--- config.mk ---
export PLATFORM = sky130hd
export DESIGN_NAME = message_mailbox_ring
export DESIGN_NICKNAME = d
export VERILOG_FILES = /design/src/sv/mmr_pkg.sv /design/src/sv/message_mailbox_ring.sv /design/src/sv/mmr_slot_mem.sv /design/src/sv/mmr_payload_mem.sv
export SDC_FILE = /design/constraint.sdc
export NUM_CORES = 2
export LEC_CHECK = 0
export BUFFER_PORTS_ARGS = -buffer_cell sky130_fd_sc_hd__clkbuf_2
export CORE_MARGIN = 5
export CORE_UTILIZATION = 31
export DETAILED_ROUTE_END_ITERATION = 8
export HOLD_SLACK_MARGIN = 0.15
export SLEW_MARGIN = 20
export SYNTH_ARGS = -nofsm -noshare
export SYNTH_HDL_FRONTEND = slang
export SYNTH_MEMORY_MAX_BITS = 65536
export SYNTH_SLANG_ARGS = --single-unit
--- constraint.sdc ---
create_clock -name i_clk -period 30.6 [get_ports i_clk]
set_clock_uncertainty 0.15 [all_clocks]
set_input_delay 0 -clock i_clk [delete_from_list [all_inputs] [get_ports i_clk]]
set_output_delay 0 -clock i_clk [all_outputs]
set_load 0.01 [all_outputs]
--- src/sv/mmr_pkg.sv ---
package mmr_pkg;

    localparam int MAX_MSGS = 16;
    localparam int MSG_SIZE = 32;

    localparam int IDX_W  = $clog2(MAX_MSGS);
    localparam int STG_W  = $clog2(MSG_SIZE + 1);
    localparam int ADDR_W = $clog2(MAX_MSGS * MSG_SIZE);
    localparam int LEN_W  = 7;
    localparam int PID_W  = 16;
    localparam int BYTE_W = 8;
    localparam int STAT_W = 3;
    localparam int MAX_LEN_CAP = 64;

    typedef enum logic [STAT_W-1:0] {
        ST_SENT      = 3'd0,
        ST_FULL      = 3'd1,
        ST_NO_DEST   = 3'd2,
        ST_DELIVERED = 3'd3,
        ST_NO_MATCH  = 3'd4
    } t_status;

    typedef struct packed {
        logic             en;
        logic [IDX_W-1:0] idx;
        logic [PID_W-1:0] sender;
        logic [LEN_W-1:0] length;
    } t_slot_wr;

    typedef struct packed {
        logic              en;
        logic [ADDR_W-1:0] addr;
        logic [BYTE_W-1:0] data;
    } t_pay_wr;

endpackage

--- src/sv/message_mailbox_ring.sv ---
// Mailbox ring of MAX_MSGS slots holding up to MAX_MSGS-1 messages of at most MSG_SIZE
// bytes. A send word stores its payload byte if has_byte is set and fewer than MSG_SIZE
// are staged; the word marked tlast commits the message (or reports queue full / no
// destination), and its status word is loaded into the output register from S_RESP.
// A receive word walks the slot table from head toward tail, reading each slot in S_SCAN
// and checking its sender in S_CHECK, then reads the matching message out of the payload
// RAM, one byte per S_FETCH and S_EMIT pass. The block takes no new word until the last
// output word of the current one has been loaded into the output register.
module message_mailbox_ring
    import mmr_pkg::*;
(
    input  logic        i_clk,
    input  logic        i_rst_n,
    input  logic        i_s_axis_tvalid,
    output logic        o_s_axis_tready,
    // dest_found[0], sender_pid[16:1], data_byte[24:17], from_pid[40:25], max_len[47:41]
    input  logic [47:0] i_s_axis_tdata,
    // action[0], has_byte[1]
    input  logic [1:0]  i_s_axis_tuser,
    input  logic        i_s_axis_tlast,
    output logic        o_m_axis_tvalid,
    input  logic        i_m_axis_tready,
    // status[2:0], msg_length[9:3], out_byte[17:10], zero[23:18]
    output logic [23:0] o_m_axis_tdata,
    // out_valid[0]
    output logic        o_m_axis_tuser,
    output logic        o_m_axis_tlast
);

    typedef enum logic [5:0] {
        S_IDLE  = 6'b000001,
        S_SCAN  = 6'b000010,
        S_CHECK = 6'b000100,
        S_FETCH = 6'b001000,
        S_EMIT  = 6'b010000,
        S_RESP  = 6'b100000
    } t_state;

    t_state            r_state, n_state;
    logic [IDX_W-1:0]  r_head, n_head;
    logic [IDX_W-1:0]  r_tail, n_tail;
    logic [STG_W-1:0]  r_staged, n_staged;
    logic [IDX_W-1:0]  r_cur, n_cur;
    logic [PID_W-1:0]  r_from, n_from;
    logic [LEN_W-1:0]  r_max, n_max;
    logic [LEN_W-1:0]  r_len, n_len;
    logic [LEN_W-1:0]  r_idx, n_idx;
    logic [ADDR_W-1:0] r_base, n_base;
    t_status           r_res_status, n_res_status;
    logic [LEN_W-1:0]  r_res_len, n_res_len;

    logic              r_ot_valid;
    t_status           r_ot_status;
    logic [LEN_W-1:0]  r_ot_len;
    logic [BYTE_W-1:0] r_ot_byte;
    logic              r_ot_bvalid;
    logic              r_ot_last;

    logic              w_out_load;
    t_status           w_out_status;
    logic [LEN_W-1:0]  w_out_len;
    logic [BYTE_W-1:0] w_out_byte;
    logic              w_out_bvalid;
    logic              w_out_last;
    logic              w_out_free;
    logic              w_accept;

    logic              w_action, w_dest_found, w_has_byte, w_last_byte;
    logic [PID_W-1:0]  w_sender_pid, w_from_pid;
    logic [BYTE_W-1:0] w_data_byte;
    logic [LEN_W-1:0]  w_max_len;

    t_slot_wr          w_slot_wr;
    logic              w_slot_rd_en;
    logic [PID_W-1:0]  w_slot_sender;
    logic [LEN_W-1:0]  w_slot_length;
    t_pay_wr           w_pay_wr;
    logic              w_pay_rd_en;
    logic [ADDR_W-1:0] w_pay_rd_addr;
    logic [BYTE_W-1:0] w_pay_data;

    logic [STG_W-1:0]  w_staged_inc;
    logic [IDX_W-1:0]  w_tail_next;
    logic [IDX_W-1:0]  w_cur_next;
    logic [LEN_W-1:0]  w_clip;

    assign w_dest_found = i_s_axis_tdata[0];
    assign w_sender_pid = i_s_axis_tdata[16:1];
    assign w_data_byte  = i_s_axis_tdata[24:17];
    assign w_from_pid   = i_s_axis_tdata[40:25];
    assign w_max_len    = i_s_axis_tdata[47:41];
    assign w_action     = i_s_axis_tuser[0];
    assign w_has_byte   = i_s_axis_tuser[1];
    assign w_last_byte  = i_s_axis_tlast;

    assign o_s_axis_tready = (r_state == S_IDLE);
    assign w_accept        = i_s_axis_tvalid && (r_state == S_IDLE);
    assign w_out_free      = !r_ot_valid || i_m_axis_tready;

    assign w_tail_next = (r_tail == IDX_W'(MAX_MSGS - 1)) ? '0 : r_tail + 1'b1;
    assign w_cur_next  = (r_cur == IDX_W'(MAX_MSGS - 1)) ? '0 : r_cur + 1'b1;

    mmr_slot_mem u_slot (
        .i_clk    (i_clk),
        .i_wr     (w_slot_wr),
        .i_rd_en  (w_slot_rd_en),
        .i_rd_idx (r_cur),
        .o_sender (w_slot_sender),
        .o_length (w_slot_length)
    );

    mmr_payload_mem u_payload (
        .i_clk     (i_clk),
        .i_wr      (w_pay_wr),
        .i_rd_en   (w_pay_rd_en),
        .i_rd_addr (w_pay_rd_addr),
        .o_data    (w_pay_data)
    );

    always_comb begin
        n_state      = r_state;
        n_head       = r_head;
        n_tail       = r_tail;
        n_staged     = r_staged;
        n_cur        = r_cur;
        n_from       = r_from;
        n_max        = r_max;
        n_len        = r_len;
        n_idx        = r_idx;
        n_base       = r_base;
        n_res_status = r_res_status;
        n_res_len    = r_res_len;
        w_out_load   = 1'b0;
        w_out_status = r_res_status;
        w_out_len    = r_res_len;
        w_out_byte   = '0;
        w_out_bvalid = 1'b0;
        w_out_last   = 1'b1;
        w_slot_wr    = '0;
        w_slot_rd_en = 1'b0;
        w_pay_wr     = '0;
        w_pay_rd_en  = 1'b0;
        w_pay_rd_addr = r_base + ADDR_W'(r_idx);
        w_staged_inc = r_staged;
        w_clip       = w_slot_length;

        unique case (r_state)
            S_IDLE: begin
                if (w_accept) begin
                    if (!w_action) begin
                        if (w_has_byte && (r_staged < STG_W'(MSG_SIZE))) begin
                            w_pay_wr.en   = 1'b1;
                            w_pay_wr.addr = ADDR_W'(r_tail) * ADDR_W'(MSG_SIZE)
                                            + ADDR_W'(r_staged);
                            w_pay_wr.data = w_data_byte;
                            w_staged_inc  = r_staged + 1'b1;
                        end
                        n_staged = w_staged_inc;
                        if (w_last_byte) begin
                            n_staged  = '0;
                            n_res_len = '0;
                            n_state   = S_RESP;
                            if (w_tail_next == r_head) begin
                                n_res_status = ST_FULL;
                            end else if (!w_dest_found) begin
                                n_res_status = ST_NO_DEST;
                            end else begin
                                n_res_status     = ST_SENT;
                                n_res_len        = LEN_W'(w_staged_inc);
                                w_slot_wr.en     = 1'b1;
                                w_slot_wr.idx    = r_tail;
                                w_slot_wr.sender = w_sender_pid;
                                w_slot_wr.length = LEN_W'(w_staged_inc);
                                n_tail           = w_tail_next;
                            end
                        end
                    end else begin
                        n_from  = w_from_pid;
                        n_max   = (w_max_len > LEN_W'(MAX_LEN_CAP)) ?
                                  LEN_W'(MAX_LEN_CAP) : w_max_len;
                        n_cur   = r_head;
                        n_state = S_SCAN;
                    end
                end
            end
            S_SCAN: begin
                if (r_cur == r_tail) begin
                    n_res_status = ST_NO_MATCH;
                    n_res_len    = '0;
                    n_state      = S_RESP;
                end else begin
                    w_slot_rd_en = 1'b1;
                    n_state      = S_CHECK;
                end
            end
            S_CHECK: begin
                if ((r_from == '0) || (w_slot_sender == r_from)) begin
                    if (w_clip > LEN_W'(MSG_SIZE)) begin
                        w_clip = LEN_W'(MSG_SIZE);
                    end
                    if (w_clip > r_max) begin
                        w_clip = r_max;
                    end
                    n_head = w_cur_next;
                    n_len  = w_clip;
                    n_idx  = '0;
                    n_base = ADDR_W'(r_cur) * ADDR_W'(MSG_SIZE);
                    if (w_clip == '0) begin
                        n_res_status = ST_DELIVERED;
                        n_res_len    = '0;
                        n_state      = S_RESP;
                    end else begin
                        n_state = S_FETCH;
                    end
                end else begin
                    n_cur   = w_cur_next;
                    n_state = S_SCAN;
                end
            end
            S_FETCH: begin
                w_pay_rd_en = 1'b1;
                n_state     = S_EMIT;
            end
            S_EMIT: begin
                if (w_out_free) begin
                    w_out_load   = 1'b1;
                    w_out_status = ST_DELIVERED;
                    w_out_len    = r_len;
                    w_out_byte   = w_pay_data;
                    w_out_bvalid = 1'b1;
                    w_out_last   = (r_idx + 1'b1 == r_len);
                    n_idx        = r_idx + 1'b1;
                    n_state      = w_out_last ? S_IDLE : S_FETCH;
                end
            end
            S_RESP: begin
                if (w_out_free) begin
                    w_out_load = 1'b1;
                    n_state    = S_IDLE;
                end
            end
            default: begin
                n_state = S_IDLE;
            end
        endcase
    end

    always_ff @(posedge i_clk) begin
        if (!i_rst_n) begin
            r_state    <= S_IDLE;
            r_head     <= '0;
            r_tail     <= '0;
            r_staged   <= '0;
            r_ot_valid <= 1'b0;
        end else begin
            r_state  <= n_state;
            r_head   <= n_head;
            r_tail   <= n_tail;
            r_staged <= n_staged;
            if (w_out_load) begin
                r_ot_valid <= 1'b1;
            end else if (i_m_axis_tready) begin
                r_ot_valid <= 1'b0;
            end
        end
    end

    always_ff @(posedge i_clk) begin
        r_cur        <= n_cur;
        r_from       <= n_from;
        r_max        <= n_max;
        r_len        <= n_len;
        r_idx        <= n_idx;
        r_base       <= n_base;
        r_res_status <= n_res_status;
        r_res_len    <= n_res_len;
        if (w_out_load) begin
            r_ot_status <= w_out_status;
            r_ot_len    <= w_out_len;
            r_ot_byte   <= w_out_byte;
            r_ot_bvalid <= w_out_bvalid;
            r_ot_last   <= w_out_last;
        end
    end

    assign o_m_axis_tvalid = r_ot_valid;
    assign o_m_axis_tdata  = {6'b0, r_ot_byte, r_ot_len, r_ot_status};
    assign o_m_axis_tuser  = r_ot_bvalid;
    assign o_m_axis_tlast  = r_ot_last;

endmodule

--- src/sv/mmr_slot_mem.sv ---
module mmr_slot_mem
    import mmr_pkg::*;
(
    input  logic             i_clk,
    input  t_slot_wr         i_wr,
    input  logic             i_rd_en,
    input  logic [IDX_W-1:0] i_rd_idx,
    output logic [PID_W-1:0] o_sender,
    output logic [LEN_W-1:0] o_length
);

    logic [PID_W-1:0] r_sender [MAX_MSGS];
    logic [LEN_W-1:0] r_length [MAX_MSGS];
    logic [PID_W-1:0] r_rd_sender;
    logic [LEN_W-1:0] r_rd_length;

    always_ff @(posedge i_clk) begin
        if (i_wr.en) begin
            r_sender[i_wr.idx] <= i_wr.sender;
            r_length[i_wr.idx] <= i_wr.length;
        end
        if (i_rd_en) begin
            r_rd_sender <= r_sender[i_rd_idx];
            r_rd_length <= r_length[i_rd_idx];
        end
    end

    assign o_sender = r_rd_sender;
    assign o_length = r_rd_length;

endmodule

--- src/sv/mmr_payload_mem.sv ---
module mmr_payload_mem
    import mmr_pkg::*;
(
    input  logic              i_clk,
    input  t_pay_wr           i_wr,
    input  logic              i_rd_en,
    input  logic [ADDR_W-1:0] i_rd_addr,
    output logic [BYTE_W-1:0] o_data
);

    logic [BYTE_W-1:0] r_mem [MAX_MSGS * MSG_SIZE];
    logic [BYTE_W-1:0] r_rd_data;

    always_ff @(posedge i_clk) begin
        if (i_wr.en) begin
            r_mem[i_wr.addr] <= i_wr.data;
        end
        if (i_rd_en) begin
            r_rd_data <= r_mem[i_rd_addr];
        end
    end

    assign o_data = r_rd_data;

endmodule
Yosys cells after proc, flatten, opt, wreduce, memory -nomap -nowiden

Memory sizes are Yosys's and may differ from the RTL's. A register that Yosys moved wholly into a read port is not among the register bits.
Cells that the tools add are included.

Register bits: 96
Output and inout port bits: 28
Word-level logic and storage cells: 147
Bits in writable memories: 4464
Memories: 3
Bits of input ports: 55

Magnitude comparators: 4
Multiplexer cells: 70
$add $sub $neg: 6
Reductions and logical operators: 21
Eq/ne operators: 23
Bitwise gates (word level): 2

Memories:

| name            | words | bits a word | read ports | clocked after memory_dff | write ports | RTL line              | RTL |
|---|---|---|---|---|---|---|---|
| u_payload.r_mem | 512   | 8           | 1          | 1                        | 1           | mmr_payload_mem.sv:11 | `logic [BYTE_W-1:0] r_mem [MAX_MSGS * MSG_SIZE];` |
| u_slot.r_sender | 16    | 16          | 1          | 1                        | 1           | mmr_slot_mem.sv:12    | `logic [PID_W-1:0] r_sender [MAX_MSGS];` |
| u_slot.r_length | 16    | 7           | 1          | 1                        | 1           | mmr_slot_mem.sv:13    | `logic [LEN_W-1:0] r_length [MAX_MSGS];` |

Operator list:

| cell                  | number |
|---|---|
| $mux W28              | 6 |
| $mux W7               | 16 |
| $mux W18              | 4 |
| $mux W6               | 12 |
| $pmux W6 S6           | 1 |
| $mux W3               | 8 |
| $mux W4               | 6 |
| $pmux W7 S3           | 1 |
| $eq A16 B16 Y1        | 1 |
| $logic_not A16 Y1     | 1 |
| $ne A2 B2 Y1 const B  | 7 |
| $pmux W7 S2           | 1 |
| $mux W1               | 11 |
| $add A9 B6 Y9         | 1 |
| $add A9 B7 Y9         | 1 |
| $pmux W3 S3           | 1 |
| $reduce_and A3 Y1     | 3 |
| $add A4 B1 Y4 const B | 2 |
| $eq A4 B4 Y1          | 2 |
| $eq A4 B4 Y1 const B  | 2 |
| $pmux W4 S2           | 1 |
| $reduce_and A4 Y1     | 2 |
| $add A7 B1 Y7 const B | 1 |
| $eq A7 B7 Y1          | 1 |
| 25 further kinds      | 34 |

Depth between registers and ports, before layout

Word-level depth: 12
Gate-level depth with buffers: 14
Gate-level depth less buffers: 10

Modules after synthesis

Synthesis repeated with hierarchy kept, for this count alone.

Cell total of the unflattened synthesis: 9089
Area total of the unflattened synthesis: 179547.2 um^2

Modules (own cells, without submodules):

| module               | times used | seq. area each (um^2) | area an instance (um^2) | cells an instance |
|---|---|---|---|---|
| mmr_payload_mem      | 1          | 123238.2              | 160007.2                | 8030 |
| mmr_slot_mem         | 1          | 11741.3               | 14538.9                 | 608 |
| message_mailbox_ring | 1          | 2642.5                | 5001.0                  | 451 |

Worst setup path before layout

OpenSTA, ideal clock, no wires.

Path kind: reg-to-reg
Start point: reg r_state[4]
End point: mem u_payload.r_mem[0][0] (data pin)
Library setup time: 1.551 ns
Buffers on the path: 2
Clock period less this slack: 9.584 ns
Arrival time: 7.883 ns
Data required time: 28.899 ns
Setup slack: 21.016 ns
Cell stages (with the launch flop): 7
Path through: dfxtp_1 -> buf_2 -> nor2_4 -> nand4b_1 -> nor3b_2 -> clkbuf_1 -> and3_1

RTL lines:

| element                | RTL line                    | RTL |
|---|---|---|
| start, declared        | message_mailbox_ring.sv:39  | `t_state r_state, n_state;` |
| start signal, assigned | message_mailbox_ring.sv:256 | `r_state <= n_state;` |
| end, declared          | mmr_payload_mem.sv:11       |  |

Final worst setup path

Start point: reg r_idx[0]
End point: reg u_payload.r_rd_data[2], in the netlist u_payload.o_data[2], read port of u_payload.r_mem (data pin)

Cells in the longest elaborated chain, start to end: 1

RTL lines:

| element                | RTL line                    | RTL |
|---|---|---|
| start, declared        | message_mailbox_ring.sv:47  | `logic [LEN_W-1:0] r_idx, n_idx;` |
| start signal, assigned | message_mailbox_ring.sv:273 | `r_idx <= n_idx;` |
| $add A9 B7 Y9          | message_mailbox_ring.sv:143 | `w_pay_rd_addr = r_base + ADDR_W'(r_idx);` |
| end, declared          | mmr_payload_mem.sv:12       | `logic [BYTE_W-1:0] r_rd_data;` |

Every way passes these cells.
A chain may end at the register's enable or synchronous reset.

==> metrics.log <==
[metrics] TritonRoute pass-1 iters: 7
[metrics] wire length per cell: between 30 and 40 µm
[metrics] initial cell density of the core: 0.3105
[metrics] final antenna-violating net count: 0
[metrics] dominant combinational cell family by area after synthesis: multiplexers
[metrics] number of levels the H-tree was split into: 5
[metrics] DP Wirelength: approximately 310000 µm
[metrics] Simple-Gate Fraction of Synth Area: 0.02845
[metrics] Post-synth top flop: sky130_fd_sc_hd__edfxtp_1
[metrics] grt total ovfl: 0
[metrics] drc violations: 0
[metrics] setup repair after global routing missed its margin: false
[metrics] Layout Area Growth over Synthesis: 14.03%
[metrics] Highest Clock Rate: 0.1466 GHz
[metrics] Worst Max-Slew Pin Slew: 1160 ps
[metrics] TritonCTS buffer count: ~460
[metrics] TritonCTS clock tree: yes
[metrics] count of endpoints failing hold in the final timing report: 0
[metrics] outcome: finished clean
[metrics] drt total wl: approximately 530000 µm
[metrics] worst vdd ir: roughly 0.052 mV
[metrics] Die Height: approximately 770 µm
[metrics] power density normalized to cell area: just over 60 nW/µm²
[metrics] commonest cells after routing, fill and taps aside: 4552 x sky130_fd_sc_hd__edfxtp_1, 789 x sky130_fd_sc_hd__mux4_2, 750 x sky130_fd_sc_hd__mux2i_1
[metrics] clock period minus final worst setup slack: a little under 7000 ps
[metrics] number of vias in the routed layout: approximately 94000
[metrics] count of pins on the block boundary: 83
[metrics] number of register bits inferred by synthesis: between 4000 and 5000
[metrics] clock slew at reported path FFs: 60 ps
[metrics] final weighted congestion of routability-driven global placement: approximately 0.86
[metrics] final setup violating endpoints: 0
[metrics] fraction of synthesized cell area in xor and xnor cells: 0.002529
[metrics] number of resized instances in the post-cts repair step: 0
[metrics] global-route wire length before repair: 734700 µm
[metrics] clock insertion delay at the later pin of the skew report: ~1000 ps
[metrics] pin count of the biggest net entering global routing: around 210
[metrics] total of warnings raised by yosys: 0
[metrics] kind of path behind the tightest hold check: primary input to flop
[metrics] required time at the worst-slack endpoint: around 31000 ps
[metrics] number of clock sinks: roughly 4600
[metrics] worst-path fanout max: between 80 and 90
[metrics] nature of the critical path startpoint: flop
[metrics] clock buffer depth: 4
[metrics] floorplan core area: 580200 µm²
[metrics] sequential share of the synthesized area: 0.7612
[metrics] combined global-route utilization of all metal layers: 0.1718
[metrics] port bufs: 76
[metrics] max-cap check violation count: 0
[metrics] fraction of final layout cells sized beyond drive strength 1: 0.1949
[metrics] kind of end point of the critical path: flop
[metrics] number of distinct library cells after synthesis: 92
[metrics] max-slew violation total from the final report: 0
[metrics] async set-or-reset flop fraction in the synthesized netlist: 0
[metrics] standby leakage power: roughly 66 nW
[metrics] antenna violations before repair: 35
[metrics] average cell area after synthesis: between 20 and 25 µm²
[metrics] share of the core filled with cells in the final layout: 0.3540
[metrics] violation count after the first detailed-routing iteration: about 13000
[metrics] mean number of vias per cell: roughly 5.4
[metrics] Compound-Gate Fraction of Synth Area: 0.03891
[metrics] mux contribution to synthesized area: 0.1452
[metrics] post-route clock period utilization: 0.2229
[metrics] post-synthesis share of cell area spent on full adders, half adders and majority gates: 0.001153
[metrics] most frequent standard cell in the layout excluding fill and tap cells: sky130_fd_sc_hd__edfxtp_1
[metrics] Cells after Synth: 9001
[metrics] count of placed standard cells in the final layout, fillers left out: approximately 18000
[metrics] clock root cell: sky130_fd_sc_hd__clkbuf_16
[metrics] worst endpoint data arrival time: between 7000 and 8000 ps
[metrics] die width: between 700 and 800 µm
[metrics] row count: 280
[metrics] netlist area before placement: 180100 µm²
[metrics] Crit Path Class: flop to flop
[metrics] placed cell count: between 15000 and 20000
[metrics] number of global-route vias before repair: ~92000
[metrics] count of flip-flops with a built-in enable after synthesis: roughly 4600
[metrics] area of the die: ~600000 µm²
[metrics] Total Neg Setup Slack: 0 ps
[metrics] Max-Slew Margin vs Limit: 0.2207
[metrics] Final Net Count: 9424
through the flow:
stage	cell area [µm²]	setup WS [ps]	power, mW	hold WS (ps)
after floorplan	180100	21020	7.087	-58.73
after global placement	188700	23680	7.121	28.60
after detailed placement	188900	23710	7.125	28.64
after CTS	205300	23670	12.76	157.3
after global routing	205300	23530	13.03	236.7
final	205400	23780	12.70	259.2
state kept, by name, summed over array words and instances (netlist names), 4 cells and up:
signal	flops
u_slot.o_sender	16
r_tail	4
r_head	4
u_payload.r_mem	4096
u_slot.r_length	96
r_max	7
r_cur	4
r_from	16
r_ot_len	7
r_ot_byte	8
r_len	7
r_base	4
r_idx	7
u_slot.o_length	6
r_state	6
u_payload.o_data	8
r_staged	6
r_res_len	6
u_slot.r_sender	256
where the power goes:
| group | internal (mW) | switching (mW) |
|---|---|---|
| Combinational | 0.0399 | 0.108 |
| Sequential | 6.85 | 0.00425 |
| Clock | 3.26 | 2.44 |
worst paths after layout:
path | start | endpoint | slack (ps) | cells past startpoint
max reg2reg | r_idx[0] | u_payload.o_data[2] | 23780 | 13
max | r_idx[0] | u_payload.o_data[2] | 23780 | 13
min reg2reg | r_staged[0] | r_staged[0] | 360 | 2
min | i_s_axis_tdata[24] | u_payload.r_mem[283][7] | 260 | 3
routing by layer:
metal	wire (µm)	up-vias	GRT usage
met2	241800	5122	0.2647
met3	54140	925	0.04055
met1	210400	50310	0.2359
li1	-	38020	-
met5	49	-	0
met4	22530	8	0.06638
cells by family (layout without fill, tap and decap cells):
| logic type | after synthesis | after routing |
|---|---|---|
| AO/OA/AOI/OAI | 1018 | 1018 |
| XOR/XNOR | 52 | 52 |
| adder cells (fa/ha/maj) | 16 | 16 |
| buffers and inverters | 589 | 1316 |
| flip-flops | 4573 | 4573 |
| multiplexers | 1584 | 1584 |
| other | 1 | 30 |
| AND/OR/NAND/NOR | 1168 | 1168 |
repair_timing:
| item | 4_1_cts | 5_1_grt |
|---|---|---|
| hold buffers | 124 | 1 |
| endpoints found under the hold margin | 1589 | 22 |
| buffers inserted | 0 | 0 |
synth_stat cells (all sizes together), types with 19 or more instances:
cell | number | share of area
a21oi | 217 | 0.0060
a211oi | 30 | 0.0013
nand3 | 47 | 0.0013
a22oi | 27 | 0.0011
mux2 | 20 | 0.0013
nor2b | 30 | 0.0010
mux2i | 750 | 0.042
edfxtp | 4552 | 0.76
dfxtp | 21 | 0.0023
o221ai | 245 | 0.012
mux4 | 814 | 0.10
and2 | 39 | 0.0014
buf | 329 | 0.017
xor2 | 36 | 0.0018
o21ai | 131 | 0.0036
a221oi | 19 | 0.00092
nand2 | 188 | 0.0039
nor3 | 85 | 0.0024
a31oi | 41 | 0.0014
nor2 | 658 | 0.014
nor4 | 26 | 0.00094
clkbuf | 239 | 0.0051
o22ai | 179 | 0.0063
critical path: stages, from the launching register on:
cell and delay [ps]:
sky130_fd_sc_hd__edfxtp_1 350, sky130_fd_sc_hd__buf_4 640, sky130_fd_sc_hd__buf_12 610, sky130_fd_sc_hd__buf_4 600, sky130_fd_sc_hd__buf_4 720, sky130_fd_sc_hd__buf_4 680, sky130_fd_sc_hd__mux4_1 680, sky130_fd_sc_hd__mux4_2 540
sky130_fd_sc_hd__o22a_1 220, sky130_fd_sc_hd__nand3_1 70, sky130_fd_sc_hd__o41ai_1 120, sky130_fd_sc_hd__buf_4 200, sky130_fd_sc_hd__a31oi_1 660, sky130_fd_sc_hd__nor3_1 120
area by class of cell:
| cell class | instances | area (µm²) |
|---|---|---|
| inverters | 20 | 92.59 |
| clock inverters | 290 | 3193 |
| flip-flops and latches | 4573 | 137100 |
| fillers | 53520 | 374800 |
| clock buffers | 554 | 11950 |
| repair buffers | 452 | 3805 |
| well taps | 7755 | 9703 |
| multi-input cells | 3845 | 39480 |
| diodes | 23 | 57.56 |
Power figures use the tool's default switching activity.
